File: config.mk
export PLATFORM = sky130hd
export DESIGN_NAME = rtnb_prefix_unit
export DESIGN_NICKNAME = d
export VERILOG_FILES = /design/src/rtnb_pkg.sv /design/src/rtnb_prefix_unit.sv
export SDC_FILE = /design/constraint.sdc
export NUM_CORES = 1
export LEC_CHECK = 0
export BUFFER_PORTS_ARGS = -buffer_cell sky130_fd_sc_hd__buf_2
export CAP_MARGIN = 30
export CORE_MARGIN = 8
export CORE_UTILIZATION = 38
export DETAILED_ROUTE_END_ITERATION = 6
export GPL_ROUTABILITY_DRIVEN = 1
export PLACE_DENSITY = 0.85
export RECOVER_POWER = 25
export SLEW_MARGIN = 20
export SYNTH_ARGS = -nofsm -noshare
export SYNTH_HDL_FRONTEND = slang
export SYNTH_SLANG_ARGS = --single-unit
export TNS_END_PERCENT = 1
File: constraint.sdc
create_clock -name vclk -period 2.5
set_clock_uncertainty 0.15 [all_clocks]
set_input_delay 0.125 -clock vclk [all_inputs]
set_output_delay 0.125 -clock vclk [all_outputs]
set_load 0.1 [all_outputs]
File: src/rtnb_pkg.sv
package rtnb_pkg;

    // field widths
    localparam int CODE_W   = 32;
    localparam int INDEX_W  = 10;
    localparam int LEAF_W   = 11;

    // signed width of a table position, wide enough for the search overshoot
    localparam int POS_W    = 16;

    // common prefix length, -1 .. 64
    localparam int DELTA_W  = 8;
    localparam int LZC_W    = 6;

    // table depth default
    localparam int MAX_LEAVES_DEF = 1024;

    // leaf count after reset
    localparam logic [LEAF_W-1:0] LEAF_COUNT_RST = LEAF_W'(2);

    // stream widths, padded to whole bytes
    localparam int S_DATA_W = 48;
    localparam int M_DATA_W = 40;

    // output tdata field offsets
    localparam int OUT_LC_LSB  = INDEX_W;
    localparam int OUT_LL_BIT  = OUT_LC_LSB + LEAF_W;
    localparam int OUT_RC_LSB  = OUT_LL_BIT + 1;
    localparam int OUT_RL_BIT  = OUT_RC_LSB + LEAF_W;

    // input kinds
    localparam logic KIND_LOAD  = 1'b0;
    localparam logic KIND_QUERY = 1'b1;

    typedef logic signed [POS_W-1:0]   t_pos;
    typedef logic signed [DELTA_W-1:0] t_delta;

    // request to the shared prefix unit
    typedef struct packed {
        logic [INDEX_W-1:0] pos_a;
        t_pos               pos_b;
        t_pos               leaves;
        logic [CODE_W-1:0]  code_a;
        logic [CODE_W-1:0]  code_b;
    } t_prefix_req;

endpackage

File: src/rtnb_prefix_unit.sv
module rtnb_prefix_unit (
    input  rtnb_pkg::t_prefix_req i_req,
    output rtnb_pkg::t_delta      o_delta
);

    // leading-zero count by five halving steps
    function automatic logic [rtnb_pkg::LZC_W-1:0] f_lzc(input logic [31:0] v);
        logic [31:0]               x;
        logic [rtnb_pkg::LZC_W-1:0] n;
        x = v;
        n = '0;
        if (v == 32'd0) begin
            n = rtnb_pkg::LZC_W'(32);
        end else begin
            if (x[31:16] == 16'd0) begin
                n[4] = 1'b1;
                x = x << 16;
            end
            if (x[31:24] == 8'd0) begin
                n[3] = 1'b1;
                x = x << 8;
            end
            if (x[31:28] == 4'd0) begin
                n[2] = 1'b1;
                x = x << 4;
            end
            if (x[31:30] == 2'd0) begin
                n[1] = 1'b1;
                x = x << 2;
            end
            if (x[31] == 1'b0) begin
                n[0] = 1'b1;
            end
        end
        return n;
    endfunction

    logic [rtnb_pkg::CODE_W-1:0] w_code_x;
    logic [31:0]                 w_idx_x;
    logic                        w_oob;
    logic [rtnb_pkg::LZC_W-1:0]  w_lz_code;
    logic [rtnb_pkg::LZC_W-1:0]  w_lz_idx;

    // neighbour outside the table counts as -1
    assign w_oob = (i_req.pos_b < 0) || (i_req.pos_b >= i_req.leaves);

    assign w_code_x = i_req.code_a ^ i_req.code_b;
    assign w_idx_x  = 32'(i_req.pos_a) ^ 32'(unsigned'(i_req.pos_b));

    assign w_lz_code = f_lzc(w_code_x);
    assign w_lz_idx  = f_lzc(w_idx_x);

    // equal codes are told apart by their indices
    always_comb begin
        if (w_oob) begin
            o_delta = -rtnb_pkg::t_delta'(1);
        end else if (w_code_x == '0) begin
            o_delta = rtnb_pkg::t_delta'(32) + rtnb_pkg::t_delta'(w_lz_idx);
        end else begin
            o_delta = rtnb_pkg::t_delta'(w_lz_code);
        end
    end

endmodule

# Yosys cells after proc, flatten, opt, wreduce, memory -nomap -nowiden
# Cells that the tools add are included.
[totals]
out_inout_bits = 8
input_bits = 106
ff_bits = 0
elab_cells = 46
[op_classes]
addsub = 1
mux = 30
order_cmp = 2
reduce_logical = 11
n_bitwise = 2
[op_table]
columns = ["cell", "count"]
rows = [
  ["$mux W32", 16],
  ["$logic_not A32 Y1", 2],
  ["$xor A32 B32 Y32", 1],
  ["$ge A16 B16 Y1", 1],
  ["$logic_not A16 Y1", 1],
  ["$logic_not A16 Y1 const A", 1],
  ["$logic_not A8 Y1", 2],
  ["$lt A16 B1 Y1 const B", 1],
  ["$xor A10 B16 Y16", 1],
  ["$mux W1", 11],
  ["$logic_not A4 Y1", 2],
  ["$mux W8", 1],
  ["$add A6 B6 Y7 const A", 1],
  ["$mux W7", 1],
  ["$mux W5", 1],
  ["$logic_not A2 Y1", 2],
  ["$logic_or A1 B1 Y1", 1],
]

# Depth between registers and ports, before layout
[depth]
depth_word = 17
mapped_depth = 11
mapped_depth_nobuf = 10

# Worst setup path after synthesis
# Ideal clock, no wire load.
[synth_path]
kind = "input-to-output"
startpoint = "input port i_req[14] (netlist bit)"
endpoint = "output port o_delta[6]"
path_buffers = 0
setup_slack_ns = -0.834
path_stages = 5
required_ns = 2.225
arrival_time_ns = 3.059
path_cell_list = "xor2_1 -> or4b_1 -> or2_1 -> or4_4 -> o21ai_1"
[synth_between]
elab_chain_cells = 4
[synth_lines]
columns = ["item", "line_no", "rtl"]
rows = [
  ["from (decl)", "rtnb_prefix_unit.sv:2", "input rtnb_pkg::t_prefix_req i_req,"],
  ["$xor A32 B32 Y32", "rtnb_prefix_unit.sv:47", "assign w_code_x = i_req.code_a ^ i_req.code_b;"],
  ["$logic_not A32 Y1", "rtnb_prefix_unit.sv:57", "end else if (w_code_x == '0) begin"],
  ["$mux W7", "rtnb_prefix_unit.sv:57", ""],
  ["$mux W8", "rtnb_prefix_unit.sv:55", "if (w_oob) begin"],
  ["to (decl)", "rtnb_prefix_unit.sv:3", "output rtnb_pkg::t_delta o_delta"],
]
# No other way between the ends.

# Worst setup path after layout
[layout_path]
startpoint = "input port i_req[74] (netlist bit)"
endpoint = "output port o_delta[3]"
[layout_between]
elab_chain_cells = 3
[layout_lines]
columns = ["item", "line_no", "rtl"]
rows = [
  ["$ge A16 B16 Y1", "rtnb_prefix_unit.sv:45", "assign w_oob = (i_req.pos_b < 0) || (i_req.pos_b >= i_req.leaves);"],
  ["$logic_or A1 B1 Y1", "rtnb_prefix_unit.sv:45", ""],
  ["$mux W8", "rtnb_prefix_unit.sv:55", ""],
]
# No other way between the ends.

==> results.md <==
* Status: complete, but fails checks
* Failing checks: negative setup slack
* Worst slew pin tran at slightly below 600 ps
* Period Utilization, post-route at 107%
* Sequential cells at 0
* Vert. Die Dim at approximately 77 µm
* Tot GR Track Use at around a fifth
* Fin. Hold Viols at 0
* CP Cell Sequence: buf_6 > inv_4 > ha_4 > and4_1 > a221o_1 > a211oi_2 > o21ai_1 > buf_4 > buf_4 > buf_4 > nand2b_1 > a211oi_2 > buf_4 > o21ai_1 > buf_6
* Hold Slack at slightly above 700 ps
* Critical Path Max Stage Delay at 340 ps
* WL/cell at 14.8 µm
* ANT cells at 0
* DR vias/cell at 4.99
* Starting Density at between 30% and 40%
* First-pass DRT Iterations at 4
* Clk_buf instances at 0
* P per Cell Area at about 210 mW/mm²
* Post-Route WL at 6130 µm
* Synth top area share at between 10% and 20%
* First-pass GRT wire length at just under 10000 µm
* Area grow syn2layout at 87.4%
* Filler cells at 300
* Cts hold-fix bufs at 0
* CP max stage cell: a221o_1
* FF/Latch Area at 0 µm²
* CP Launch Type: primary input
* Worst EP required at roughly 2200 ps
* Total die area at 0.00600 mm²
* Port Buffers at 114
* RSZ-0062 raised after global routing: true
* Antenna viol nets, final at 0
* Critical path class: primary input to output port
* Crit path top cell by count: buf_4
* Largest net degree at the start of global routing at 9
* Maxcap violations at 0
* Worst slew margin at 60.4%
* Final slew viol count at 0
* Global route total overflow at 0
* Tmin final at approximately 2700 ps
* Leak pwr at between 1 and 1.5 nW
* Library cells used by synthesis at 44
* Warnings, synthesis at 0
* VDD IR max at between 0.00009 and 0.0001 V
* Gate Count Post-Synth at a little under 200
* Area contributors post-synth: xnor2_1 (14%), ha_1 (14%), xor2_1 (13%)
* Row cnt at 22
* Max FO, Critical Path at 8
* Worst Setup Slack, final at -171 ps
* Synth area leader: xnor2_1
* Critical Path End Type: output port
* Gpl congestion at ~0.93
* Number of remaining DRC errors at 0
* FMAX at roughly 370 MHz
* HP Class: primary input to output port
* Setup Viol. Count Final at 8
* Vias at 2062
* Syn nets at 318
* Post-detail-place hpwl at 5260 µm
* Core area at 0.00366 mm²
* I/O Pins at ~110
* Vias in the first global route at roughly 2200
* Post-synthesis sequential area ratio at 0%
* CP arrival at about 2400 ps
* DIE WIDTH at between 70 and 80 µm
* Initial DRC Count at 90
* Initial antenna violation count at 0
* Syn avg cell area at 7.33 µm²
* NumNets Final at between 400 and 500
* Share of cells above drive strength 1 at 54.8%
* Netlist Area Pre-Place at about 0.0014 mm²
* Final core occ at 73.5%
metrics by stage:
stage / instance area, µm² / total power [W] / worst slack (ps) / TNS, ps / instances
2_1_floorplan: 1460 / 0.000277 / -679 / -3860 / 196
3_3_place_gp: 2480 / 0.000504 / -302 / -2170 / 408
3_5_place_dp: 2480 / 0.000513 / -363 / -2630 / 408
4_1_cts: 2650 / 0.000558 / -194 / -1210 / 413
5_1_grt: 2690 / 0.000614 / -247 / -1680 / 413
6_report: 2690 / 0.000571 / -171 / -1050 / 413
cell type report:
cell class / instances / area [µm²] / share of cell area, %
well taps: 48 / 60.1 / 2.23
multi-input cells: 173 / 1470 / 54.7
repair buffers: 170 / 1070 / 39.9
inverters: 22 / 85.1 / 3.16
synthesized netlist by cell type, types with 2 or more instances:
cell and count:
a221o_1 2, inv_1 22, and4_1 3, o211ai_1 2, a31oi_1 2, xor2_1 21, or4_4 2, a2111oi_0 3
nor3_1 3, o21a_1 3, ha_1 16, nor2b_1 2, a21oi_1 8, nand3_1 9, and3_1 2, nor2_1 12
o21ai_1 5, nand2b_1 3, nor4_2 3, o221ai_1 3, nand4_1 4, o21ai_0 5, nand2_1 10, xnor2_1 23
a21o_1 3, and2_1 4, nor4b_1 2, a211oi_1 3
cell usage in the layout (no fill, tap or decap), drive strengths merged, types with 4 or more instances in the layout:
cell type,Yosys,layout
buf,1,170
nor4,4,4
a211oi,4,4
and2,4,4
xor2,21,21
nand2,10,10
nand3,9,9
a21oi,8,8
nand4,4,4
inv,22,22
nor2,12,12
ha,16,16
xnor2,23,23
o21ai,10,10
critical path, delay by kind of cell:
kind	cells	cell delay [ps]
AO/OA/AOI/OAI	5	810
adder cells (fa/ha/maj)	1	190
AND/OR/NAND/NOR	2	290
buffers and inverters	7	960
report_power, final:
part           internal [W]  switching, W
clock                     0             0
sequential                0             0
combinational      0.000271      0.000300
layer usage:
| layer | global-route usage [%] | up-vias | wire [µm] | part of all wire (%) |
|---|---|---|---|---|
| met5 | 0 | - | 0 | 0 |
| li1 | - | 1050 | - | - |
| met2 | 35.2 | 72 | 3130 | 51 |
| met4 | 2.64 | 0 | 75 | 1.2 |
| met1 | 22.3 | 934 | 2570 | 42 |
| met3 | 3.00 | 6 | 346 | 5.6 |
timing repair:
action / CTS / global route
pin swaps: 11 / 4
endpoints found under the setup margin: 8 / 8
buffers inserted: 5 / 0
gates resized for setup: 30 / 7
worst paths after layout:
kind / start / end / slack, ps / cells past startpoint
worst max-delay path: i_req[74] / o_delta[3] / -170 / 15
worst min-delay path: i_req[95] / o_delta[0] / 710 / 6
cells by family (layout without fill, tap and decap cells):
| group | Yosys count | count (layout) | share of synthesized area [%] |
|---|---|---|---|
| adders and majority gates | 16 | 16 | 13.9 |
| and+or+nand+nor | 67 | 67 | 30.1 |
| muxes | 1 | 1 | 0.958 |
| AOI/OAI and AO/OA | 45 | 45 | 22.0 |
| buffers and inverters | 23 | 192 | 6.27 |
| xor gates and xnor gates | 44 | 44 | 26.8 |
Power figures use the tool's default switching activity.
